[config.mk]
export PLATFORM = sky130hd
export DESIGN_NAME = variable_record_ring_fifo_unit
export DESIGN_NICKNAME = d
export VERILOG_FILES = /design/src/design/vrf_pkg.sv /design/src/design/vrf_ram.sv /design/src/design/vrf_front.sv /design/src/design/vrf_back.sv /design/src/design/variable_record_ring_fifo_unit.sv
export SDC_FILE = /design/constraint.sdc
export NUM_CORES = 2
export LEC_CHECK = 0
export BUFFER_PORTS_ARGS = -buffer_cell sky130_fd_sc_hd__buf_2
export CAP_MARGIN = 20
export CORE_MARGIN = 4
export CORE_UTILIZATION = 30
export CTS_CLUSTER_DIAMETER = 150
export DETAILED_ROUTE_END_ITERATION = 12
export PLACE_DENSITY = 0.44
export SLEW_MARGIN = 20
export SYNTH_ARGS = -nofsm -noshare
export SYNTH_HDL_FRONTEND = slang
export SYNTH_SLANG_ARGS = --single-unit
export TNS_END_PERCENT = 5
[constraint.sdc]
create_clock -name clk_i -period 43.8 [get_ports clk_i]
set_clock_uncertainty 0.2 [all_clocks]
set_input_delay 6.57 -clock clk_i [delete_from_list [all_inputs] [get_ports clk_i]]
set_output_delay 6.57 -clock clk_i [all_outputs]
set_load 0.01 [all_outputs]
[src/design/vrf_pkg.sv]
`timescale 1ns / 1ps
`default_nettype none
// ----------------------------------------------------------------------------
// vrf_pkg
// Shared codes and types for the variable record ring FIFO: action codes,
// decoded operations, result status and the front/back transfer structs.
// ----------------------------------------------------------------------------
package vrf_pkg;

  localparam int ActionW = 3;
  localparam int LenW    = 7;
  localparam int ByteW   = 8;
  localparam int StatusW = 2;
  localparam int FreeW   = 9;
  localparam int HdrCntW = 2;

  // Action codes on the input channel
  localparam logic [ActionW-1:0] ActPutStart = 3'd0;
  localparam logic [ActionW-1:0] ActPutByte  = 3'd1;
  localparam logic [ActionW-1:0] ActTake     = 3'd2;
  localparam logic [ActionW-1:0] ActPeek     = 3'd3;
  localparam logic [ActionW-1:0] ActFlush    = 3'd4;

  typedef enum logic [2:0] {
    OP_PUT_START = 3'd0,
    OP_PUT_BYTE  = 3'd1,
    OP_TAKE      = 3'd2,
    OP_PEEK      = 3'd3,
    OP_FLUSH     = 3'd4,
    OP_NOP       = 3'd5
  } op_e;

  typedef enum logic [StatusW-1:0] {
    ST_OK    = 2'd0,
    ST_FULL  = 2'd1,
    ST_EMPTY = 2'd2,
    ST_DROP  = 2'd3
  } status_e;

  typedef struct packed {
    op_e              op;
    logic [LenW-1:0]  len;
    logic [ByteW-1:0] data;
  } cmd_t;

  typedef struct packed {
    status_e          status;
    logic [ByteW-1:0] out_byte;
    logic             byte_valid;
    logic             last;
    logic             empty;
    logic [FreeW-1:0] free;
  } res_t;

endpackage
`default_nettype wire

[src/design/vrf_ram.sv]
`timescale 1ns / 1ps
`default_nettype none
// ----------------------------------------------------------------------------
// vrf_ram
// Generic single-port RAM, one write or read per cycle, registered read data.
// ----------------------------------------------------------------------------
module vrf_ram #(
  parameter int WIDTH = 8,
  parameter int DEPTH = 256
) (
  input  wire logic                     clk_i,
  input  wire logic                     we_i,
  input  wire logic [$clog2(DEPTH)-1:0] addr_i,
  input  wire logic [WIDTH-1:0]         wdata_i,
  output      logic [WIDTH-1:0]         rdata_o
);

  logic [WIDTH-1:0] mem_q [DEPTH];

  always_ff @(posedge clk_i) begin
    if (we_i) begin
      mem_q[addr_i] <= wdata_i;
    end
    rdata_o <= mem_q[addr_i];
  end

endmodule
`default_nettype wire

[src/design/vrf_front.sv]
`timescale 1ns / 1ps
`default_nettype none
// ----------------------------------------------------------------------------
// vrf_front
// Accepts input items, decodes the action and holds them in a two-entry
// command queue for the back end.
// ----------------------------------------------------------------------------
module vrf_front (
  input  wire logic                         clk_i,
  input  wire logic                         rst_ni,
  input  wire logic                         in_valid_i,
  output      logic                         in_stall_o,
  input  wire logic [vrf_pkg::ActionW-1:0]  action_i,
  input  wire logic [vrf_pkg::LenW-1:0]     record_length_i,
  input  wire logic [vrf_pkg::ByteW-1:0]    data_byte_i,
  output      logic                         cmd_valid_o,
  output      vrf_pkg::cmd_t                cmd_o,
  input  wire logic                         cmd_pop_i
);
  import vrf_pkg::*;

  localparam int QDepth = 2;

  cmd_t       q_q [QDepth];
  logic       wptr_q, wptr_d;
  logic       rptr_q, rptr_d;
  logic [1:0] cnt_q, cnt_d;
  logic       push;
  logic       pop;
  op_e        op_dec;

  always_comb begin
    unique case (action_i)
      ActPutStart: op_dec = OP_PUT_START;
      ActPutByte:  op_dec = OP_PUT_BYTE;
      ActTake:     op_dec = OP_TAKE;
      ActPeek:     op_dec = OP_PEEK;
      ActFlush:    op_dec = OP_FLUSH;
      default:     op_dec = OP_NOP;
    endcase
  end

  assign in_stall_o  = (cnt_q == 2'(QDepth));
  assign push        = in_valid_i && !in_stall_o;
  assign cmd_valid_o = (cnt_q != 2'd0);
  assign pop         = cmd_pop_i && cmd_valid_o;
  assign cmd_o       = q_q[rptr_q];

  always_comb begin
    wptr_d = wptr_q;
    rptr_d = rptr_q;
    cnt_d  = cnt_q;
    if (push) begin
      wptr_d = ~wptr_q;
    end
    if (pop) begin
      rptr_d = ~rptr_q;
    end
    cnt_d = cnt_q + 2'(push) - 2'(pop);
  end

  always_ff @(posedge clk_i or negedge rst_ni) begin
    if (!rst_ni) begin
      wptr_q <= 1'b0;
      rptr_q <= 1'b0;
      cnt_q  <= 2'd0;
    end else begin
      wptr_q <= wptr_d;
      rptr_q <= rptr_d;
      cnt_q  <= cnt_d;
    end
  end

  always_ff @(posedge clk_i) begin
    if (push) begin
      q_q[wptr_q] <= '{op: op_dec, len: record_length_i, data: data_byte_i};
    end
  end

endmodule
`default_nettype wire

[src/design/vrf_back.sv]
`timescale 1ns / 1ps
`default_nettype none
// ----------------------------------------------------------------------------
// vrf_back
// Carries out decoded commands on the byte ring: header writes, byte fills,
// header read and byte streaming for take/peek, flush. Results go through a
// small output queue.
// ----------------------------------------------------------------------------
module vrf_back #(
  parameter int RING_BYTES   = 256,
  parameter int HEADER_BYTES = 4,
  parameter int MAX_RECORD   = 64
) (
  input  wire logic          clk_i,
  input  wire logic          rst_ni,
  input  wire logic          cmd_valid_i,
  input  wire vrf_pkg::cmd_t cmd_i,
  output      logic          cmd_pop_o,
  output      logic          res_valid_o,
  output      vrf_pkg::res_t res_o,
  input  wire logic          res_stall_i
);
  import vrf_pkg::*;

  localparam int AW      = $clog2(RING_BYTES);
  localparam int FW      = $clog2(RING_BYTES + 1);
  localparam int CW      = (FW > ByteW) ? FW : ByteW;
  localparam int OqDepth = 4;
  localparam int OqPtrW  = $clog2(OqDepth);
  localparam logic [AW:0]   RingW   = (AW+1)'(RING_BYTES);
  localparam logic [FW-1:0] RingF   = FW'(RING_BYTES);
  localparam logic [HdrCntW-1:0] HdrLast = HdrCntW'(HEADER_BYTES - 1);

  typedef enum logic [3:0] {
    S_IDLE   = 4'b0001,
    S_HDR_WR = 4'b0010,
    S_LEN    = 4'b0100,
    S_DATA   = 4'b1000
  } state_e;

  function automatic logic [AW-1:0] ring_adv(input logic [AW-1:0] idx,
                                             input logic [AW:0]   n);
    logic [AW:0] sum;
    sum = {1'b0, idx} + n;
    if (sum >= RingW) begin
      sum = sum - RingW;
    end
    return sum[AW-1:0];
  endfunction

  state_e              state_q, state_d;
  logic [AW-1:0]       head_q, head_d;
  logic [AW-1:0]       tail_q, tail_d;
  logic [FW-1:0]       free_q, free_d;
  logic [LenW-1:0]     rem_q, rem_d;
  logic [AW-1:0]       wp_q, wp_d;
  logic [HdrCntW-1:0]  hk_q, hk_d;
  logic                take_q, take_d;
  logic [LenW-1:0]     req_q, req_d;
  logic [AW-1:0]       rp_q, rp_d;
  logic [LenW-1:0]     cnt_q, cnt_d;
  logic                pend_q, pend_d;
  logic                pend_last_q, pend_last_d;

  // RAM port
  logic                ram_we;
  logic [AW-1:0]       ram_addr;
  logic [ByteW-1:0]    ram_wdata;
  logic [ByteW-1:0]    ram_rdata;

  // Output queue
  res_t                oq_q [OqDepth];
  logic [OqPtrW-1:0]   oq_wp_q, oq_rp_q;
  logic [OqPtrW:0]     oq_cnt_q;
  logic                oq_pop;
  logic                room;

  // Result being pushed
  logic                push;
  status_e             push_status;
  logic [ByteW-1:0]    push_byte;
  logic                push_bvalid;
  logic                push_last;
  res_t                push_res;

  // Datapath helpers
  logic [ByteW-1:0]    need;
  logic                put_reject;
  logic [AW:0]         fill_diff;
  logic [AW-1:0]       fill_addr;
  logic [ByteW-1:0]    stored;
  logic [ByteW-1:0]    lim_a;
  logic [ByteW-1:0]    lim;
  logic [CW:0]         free_sum;

  vrf_ram #(
    .WIDTH(ByteW),
    .DEPTH(RING_BYTES)
  ) u_ram (
    .clk_i  (clk_i),
    .we_i   (ram_we),
    .addr_i (ram_addr),
    .wdata_i(ram_wdata),
    .rdata_o(ram_rdata)
  );

  assign need       = ByteW'(HEADER_BYTES) + {1'b0, cmd_i.len};
  assign put_reject = (cmd_i.len > LenW'(MAX_RECORD)) || (CW'(free_q) < CW'(need));

  // next fill position: tail minus bytes still to come, wrapped
  always_comb begin
    fill_diff = {1'b0, tail_q} + RingW - (AW+1)'(rem_q);
    if (fill_diff >= RingW) begin
      fill_diff = fill_diff - RingW;
    end
    fill_addr = fill_diff[AW-1:0];
  end

  assign stored   = ram_rdata;
  assign lim_a    = (stored < {1'b0, req_q}) ? stored : {1'b0, req_q};
  assign lim      = (lim_a > ByteW'(MAX_RECORD)) ? ByteW'(MAX_RECORD) : lim_a;
  assign free_sum = (CW+1)'(free_q) + (CW+1)'(HEADER_BYTES) + (CW+1)'(stored);

  assign room = (oq_cnt_q + (OqPtrW+1)'(pend_q)) < (OqPtrW+1)'(OqDepth);

  always_comb begin
    state_d     = state_q;
    head_d      = head_q;
    tail_d      = tail_q;
    free_d      = free_q;
    rem_d       = rem_q;
    wp_d        = wp_q;
    hk_d        = hk_q;
    take_d      = take_q;
    req_d       = req_q;
    rp_d        = rp_q;
    cnt_d       = cnt_q;
    pend_d      = 1'b0;
    pend_last_d = 1'b0;
    ram_we      = 1'b0;
    ram_addr    = head_q;
    ram_wdata   = '0;
    cmd_pop_o   = 1'b0;
    push        = 1'b0;
    push_status = ST_OK;
    push_byte   = '0;
    push_bvalid = 1'b0;
    push_last   = 1'b1;

    // deliver the byte read last cycle
    if (pend_q) begin
      push        = 1'b1;
      push_byte   = ram_rdata;
      push_bvalid = 1'b1;
      push_last   = pend_last_q;
    end

    unique case (state_q)
      S_IDLE: begin
        if (cmd_valid_i && !pend_q && room) begin
          cmd_pop_o = 1'b1;
          push      = 1'b1;
          unique case (cmd_i.op)
            OP_PUT_START: begin
              rem_d = '0;
              if (put_reject) begin
                push_status = ST_FULL;
              end else begin
                tail_d  = ring_adv(tail_q, (AW+1)'(need));
                free_d  = free_q - FW'(need);
                rem_d   = cmd_i.len;
                wp_d    = tail_q;
                hk_d    = '0;
                state_d = S_HDR_WR;
              end
            end
            OP_PUT_BYTE: begin
              if (rem_q == '0) begin
                push_status = ST_DROP;
              end else begin
                ram_we    = 1'b1;
                ram_addr  = fill_addr;
                ram_wdata = cmd_i.data;
                rem_d     = rem_q - LenW'(1);
              end
            end
            OP_TAKE, OP_PEEK: begin
              if (free_q == RingF) begin
                push_status = ST_EMPTY;
              end else begin
                // hold the result until the header is back
                push     = 1'b0;
                ram_addr = head_q;
                take_d   = (cmd_i.op == OP_TAKE);
                req_d    = cmd_i.len;
                state_d  = S_LEN;
              end
            end
            OP_FLUSH: begin
              head_d = tail_q;
              free_d = RingF;
              rem_d  = '0;
            end
            default: begin
            end
          endcase
        end
      end
      S_HDR_WR: begin
        // low header byte holds the length, the rest are zero
        ram_we    = 1'b1;
        ram_addr  = wp_q;
        ram_wdata = (hk_q == '0) ? {1'b0, rem_q} : '0;
        wp_d      = ring_adv(wp_q, (AW+1)'(1));
        hk_d      = hk_q + HdrCntW'(1);
        if (hk_q == HdrLast) begin
          state_d = S_IDLE;
        end
      end
      S_LEN: begin
        rp_d  = ring_adv(head_q, (AW+1)'(HEADER_BYTES));
        cnt_d = lim[LenW-1:0];
        if (take_q) begin
          free_d = (free_sum > (CW+1)'(RING_BYTES)) ? RingF : FW'(free_sum);
          head_d = ring_adv(head_q, (AW+1)'(HEADER_BYTES) + (AW+1)'(stored));
        end
        if (lim == '0) begin
          push    = 1'b1;
          state_d = S_IDLE;
        end else begin
          state_d = S_DATA;
        end
      end
      S_DATA: begin
        if (room) begin
          ram_addr    = rp_q;
          rp_d        = ring_adv(rp_q, (AW+1)'(1));
          cnt_d       = cnt_q - LenW'(1);
          pend_d      = 1'b1;
          pend_last_d = (cnt_q == LenW'(1));
          if (cnt_q == LenW'(1)) begin
            state_d = S_IDLE;
          end
        end
      end
      default: begin
        state_d = S_IDLE;
      end
    endcase
  end

  // results always report the state after the step
  assign push_res = '{status:     push_status,
                      out_byte:   push_byte,
                      byte_valid: push_bvalid,
                      last:       push_last,
                      empty:      (free_d == RingF),
                      free:       FreeW'(free_d)};

  assign res_valid_o = (oq_cnt_q != '0);
  assign res_o       = oq_q[oq_rp_q];
  assign oq_pop      = res_valid_o && !res_stall_i;

  always_ff @(posedge clk_i or negedge rst_ni) begin
    if (!rst_ni) begin
      state_q     <= S_IDLE;
      head_q      <= '0;
      tail_q      <= '0;
      free_q      <= RingF;
      rem_q       <= '0;
      wp_q        <= '0;
      hk_q        <= '0;
      take_q      <= 1'b0;
      req_q       <= '0;
      rp_q        <= '0;
      cnt_q       <= '0;
      pend_q      <= 1'b0;
      pend_last_q <= 1'b0;
      oq_wp_q     <= '0;
      oq_rp_q     <= '0;
      oq_cnt_q    <= '0;
    end else begin
      state_q     <= state_d;
      head_q      <= head_d;
      tail_q      <= tail_d;
      free_q      <= free_d;
      rem_q       <= rem_d;
      wp_q        <= wp_d;
      hk_q        <= hk_d;
      take_q      <= take_d;
      req_q       <= req_d;
      rp_q        <= rp_d;
      cnt_q       <= cnt_d;
      pend_q      <= pend_d;
      pend_last_q <= pend_last_d;
      if (push) begin
        oq_wp_q <= oq_wp_q + OqPtrW'(1);
      end
      if (oq_pop) begin
        oq_rp_q <= oq_rp_q + OqPtrW'(1);
      end
      oq_cnt_q <= oq_cnt_q + (OqPtrW+1)'(push) - (OqPtrW+1)'(oq_pop);
    end
  end

  always_ff @(posedge clk_i) begin
    if (push) begin
      oq_q[oq_wp_q] <= push_res;
    end
  end

endmodule
`default_nettype wire

[src/design/variable_record_ring_fifo_unit.sv]
`timescale 1ns / 1ps
`default_nettype none
// ----------------------------------------------------------------------------
// variable_record_ring_fifo_unit
// Byte ring queue of length-prefixed records with put, take, peek and flush.
// ----------------------------------------------------------------------------
// Use: present an item on the input channel (in_valid_i with action, length
// and data byte); it is taken at an edge where in_stall_o is low. Each item
// yields one result, or one result per returned byte for take/peek, on the
// output channel; last_of_run_o marks the final result of an item.
// Order: a single-result item's result enters the output queue when the back
// end accepts the item; a take/peek first reads the header and answers from
// it when no byte is returned, else it then reads each byte from the ring.
// Throughput: put_byte, flush and rejected or empty commands run at one item
// per cycle while the output queue has room; put_start holds the back end
// while it writes the header bytes through the single RAM port; take/peek
// do one ring read per returned byte, and the back end takes no new item
// until a take/peek is done.
// Reset: the queue is empty with RING_BYTES free; ring contents are not
// cleared and need no clearing pass.
// Receiver stall: results wait in a four-entry output queue; once it fills,
// the back end pauses and the two-entry command queue raises in_stall_o.
// ----------------------------------------------------------------------------
module variable_record_ring_fifo_unit #(
  parameter int RING_BYTES   = 256,
  parameter int HEADER_BYTES = 4,
  parameter int MAX_RECORD   = 64
) (
  input  wire logic                         clk_i,
  input  wire logic                         rst_ni,
  input  wire logic                         in_valid_i,
  output      logic                         in_stall_o,
  input  wire logic [vrf_pkg::ActionW-1:0]  action_i,
  input  wire logic [vrf_pkg::LenW-1:0]     record_length_i,
  input  wire logic [vrf_pkg::ByteW-1:0]    data_byte_i,
  output      logic                         out_valid_o,
  input  wire logic                         out_stall_i,
  output      logic [vrf_pkg::StatusW-1:0]  status_o,
  output      logic [vrf_pkg::ByteW-1:0]    out_byte_o,
  output      logic                         byte_valid_o,
  output      logic                         last_of_run_o,
  output      logic                         queue_empty_o,
  output      logic [vrf_pkg::FreeW-1:0]    free_bytes_o
);
  import vrf_pkg::*;

  logic cmd_valid;
  cmd_t cmd;
  logic cmd_pop;
  res_t res;

  vrf_front u_front (
    .clk_i          (clk_i),
    .rst_ni         (rst_ni),
    .in_valid_i     (in_valid_i),
    .in_stall_o     (in_stall_o),
    .action_i       (action_i),
    .record_length_i(record_length_i),
    .data_byte_i    (data_byte_i),
    .cmd_valid_o    (cmd_valid),
    .cmd_o          (cmd),
    .cmd_pop_i      (cmd_pop)
  );

  vrf_back #(
    .RING_BYTES  (RING_BYTES),
    .HEADER_BYTES(HEADER_BYTES),
    .MAX_RECORD  (MAX_RECORD)
  ) u_back (
    .clk_i      (clk_i),
    .rst_ni     (rst_ni),
    .cmd_valid_i(cmd_valid),
    .cmd_i      (cmd),
    .cmd_pop_o  (cmd_pop),
    .res_valid_o(out_valid_o),
    .res_o      (res),
    .res_stall_i(out_stall_i)
  );

  assign status_o      = res.status;
  assign out_byte_o    = res.out_byte;
  assign byte_valid_o  = res.byte_valid;
  assign last_of_run_o = res.last;
  assign queue_empty_o = res.empty;
  assign free_bytes_o  = res.free;

endmodule
`default_nettype wire
==> reports/metrics.yaml <==
ys_types: 86
end_kind: "primary output"
worst_pin_slew_ps: 1170
path_max_fanout: 21
rr_worst_depth: 16
core_area_um2: 306000
syn_nets: 6957
worstSetupStartpointType: "flop"
wl_mm: 288
hold_buffers: 0
drcViolationCount: 0
status: "finished clean"
cp_slowest_cell: "mux4_2"
grt_pass1_wl_mm: 414
vias: 57300
cts.clk_slew.worst_paths_ps: 60
vias_per_cell: 5.12
startpoint: "u_back.oq_rp_q[0]"
ys_ff_latch: 2262
cts_post_setup_buffers_inserted: 0
finalSetupTns_ps: 0
fin_cells: 11200
grt_pass1_vias: 55900
worstSetupPathType: "flop to primary output"
fp.dieArea_um2: 317000
slowest_delay_ps: 620
period_share_pct: 21.2
cts_tree: "built"
wl_per_cell_um: 25.8
final_cell_mix: "2172 x edfxtp_1, 1418 x nand2_1, 595 x a21oi_1, 300 x nor2_1, 246 x clkbuf_16"
crit_path_cell_trace: "buf_4, mux4_2, buf_2"
ant_nets: 0
p_leak_nw: 36.4
synth_ff_type: "edfxtp_1"
cap_violations: 0
hp-start: "u_front.rptr_q"
ys_seq_area_share_pct: 72.9
finalWeightedCongestion: 0.827
stdcell_area_um2: 106000
nets: 6985
first_iter_violations: 5405
worstPathArrival_ps: 2520
synth-edff-count: 2172
die_h_um: 563
ir_worst_vdd_mv: 0.0423
synth_area_um2: 92500
period_needed_ps: 9290
htreeDepth: 4
required_ps: 37030
cts_sinks: 2262
grt_antenna_before_repair: 9
place_inst: 10700
cts_buffers: 245
final_common_cell: "edfxtp_1"
clk_latency_ps: 890
r2r-start: "u_front.rptr_q"
clockBufferDepth: 4
num_io_pins: 46
overflow: 0
io_buffers: 45
dpl.hpwl_mm: 174
cts-resized-gates: 0
avgSynthCellArea_um2: 13.5
grt_usage_pct: 17.6
hold_depth: 1
dpl-instance-area_um2: 97800
firstDrtPassIters: 5
drive_gt1_share_pct: 9.96
synth_cells: 6853
die_w_um: 563
async_reset_ff_share_pct: 3.63
area_growth_pct: 14.2
cts_root_buffer: "clkbuf_16"
cellPowerDensity_nw_per_um2: 62.4
rows: 203
report.final.slew_viol_count: 0
finalSetupViolations: 0
slew_headroom_pct: 21.4
ys_warn_count: 0
fmax_mhz: 108
rsz0062_at_grt: "false"
grt_start_max_net_pins: 174
start_util_pct: 30.2
hold_viol: 0
hold_path_class: "flop to flop"
[synthesized netlist by cell type, drive strengths merged (15+ instances only)]
cell / instances / share of area (%)
a2111oi: 18 / 0.18
a211oi: 66 / 0.54
a21boi: 31 / 0.25
a21o: 20 / 0.16
a21oi: 597 / 3.2
a221oi: 26 / 0.25
a22o: 15 / 0.14
a22oi: 164 / 1.3
a311oi: 54 / 0.51
a31oi: 76 / 0.51
and2: 20 / 0.14
and3: 113 / 0.76
buf: 237 / 1.2
clkbuf: 198 / 0.80
dfrtp: 80 / 2.2
edfxtp: 2172 / 71
ha: 76 / 1.0
inv: 72 / 0.29
mux2i: 209 / 2.3
mux4: 22 / 0.54
nand2: 1433 / 5.8
nand3: 239 / 1.3
nand4: 19 / 0.13
nor2: 305 / 1.2
nor2b: 24 / 0.17
nor3: 94 / 0.51
nor4: 23 / 0.17
o21ai: 93 / 0.50
o221ai: 26 / 0.25
o22ai: 75 / 0.51
or4: 26 / 0.21
xnor2: 36 / 0.34
[logic make-up (layout without fill, tap and decap cells)]
group,count (synthesis),in the layout,share of synthesized area (%)
other,0,8,0
buffers and inverters,507,735,2.31
multiplexers,245,245,2.97
flip-flops,2262,2262,72.9
adder cells (fa/ha/maj),82,82,1.16
XOR/XNOR,44,44,0.417
AND/OR/NAND/NOR,2350,2350,10.9
AO/OA/AOI/OAI,1363,1363,9.32
[sequential cells by signal, summed over array words and instances, names as in the netlist, 2 cells and up]
register              cells
u_back.u_ram.mem_q     2048
u_back.oq_q              88
u_front.q_q              36
u_back.free_q             9
u_back.head_q             8
u_back.rp_q               8
u_back.tail_q             8
u_back.u_ram.rdata_o      8
u_back.wp_q               8
u_back.cnt_q              7
u_back.rem_q              7
u_back.req_q              7
u_back.state_q            4
u_back.oq_cnt_q           3
u_back.hk_q               2
u_back.oq_rp_q            2
u_back.oq_wp_q            2
u_front.cnt_q             2
[worst paths after layout]
path | to | slack, ps
max in group asynchronous | u_back.oq_rp_q[1] | 36710
worst max register to register | u_back.u_ram.rdata_o[6] | 36740
worst max-delay path | last_of_run_o | 34510
worst min-delay path | u_front.rptr_q | 290
worst min register to register | u_front.rptr_q | 290
min in group asynchronous | u_front.cnt_q[1] | 5390
[power breakdown]
| part | internal, W | leakage (nW) | switching (W) |
|---|---|---|---|
| registers | 0.00249 | 22.0 | 0.0000630 |
| logic | 0.000564 | 10.6 | 0.00144 |
| clock network | 0.00118 | 3.82 | 0.000862 |
| total | 0.00423 | 36.4 | 0.00236 |
[through the flow]
step	power [W]	setup WS (ps)	hold slack, ps	utilization [%]
final	0.00659	34510	289	34.5
after global routing	0.00689	34350	293	34.5
after CTS	0.00664	34380	286	34.5
after detailed placement	0.00460	35220	274	31.9
after global placement	0.00459	35100	265	31.9
after floorplan	0.00378	29910	261	-
[critical path: cells and delay by family (launching register included)]
kind | cells | cell delay, ps
flip-flops | 1 | 460
multiplexers | 1 | 620
buffers and inverters | 2 | 610
[area by class of cell]
class | instances | area [um2]
fillers | 29900 | 201000
flip-flops and latches | 2262 | 67400
multi-input cells | 4084 | 23400
clock buffers | 290 | 6330
well taps | 4100 | 5130
repair buffers | 216 | 1660
clock inverters | 157 | 1450
inverters | 72 | 270
diodes | 8 | 20.0
[metal layers]
metal  up-vias  share of wire [%]  wire length, um  global-route usage [%]
li1      25800                  -                -                       -
met1     29500                 45           131000                    25.1
met2      1647                 47           134000                    28.2
met3       348                5.6            16000                    2.59
met4         2                2.4             7050                    4.49
met5         -             0.0045               13                       0
No activity file was read; power rests on OpenSTA's default activity.
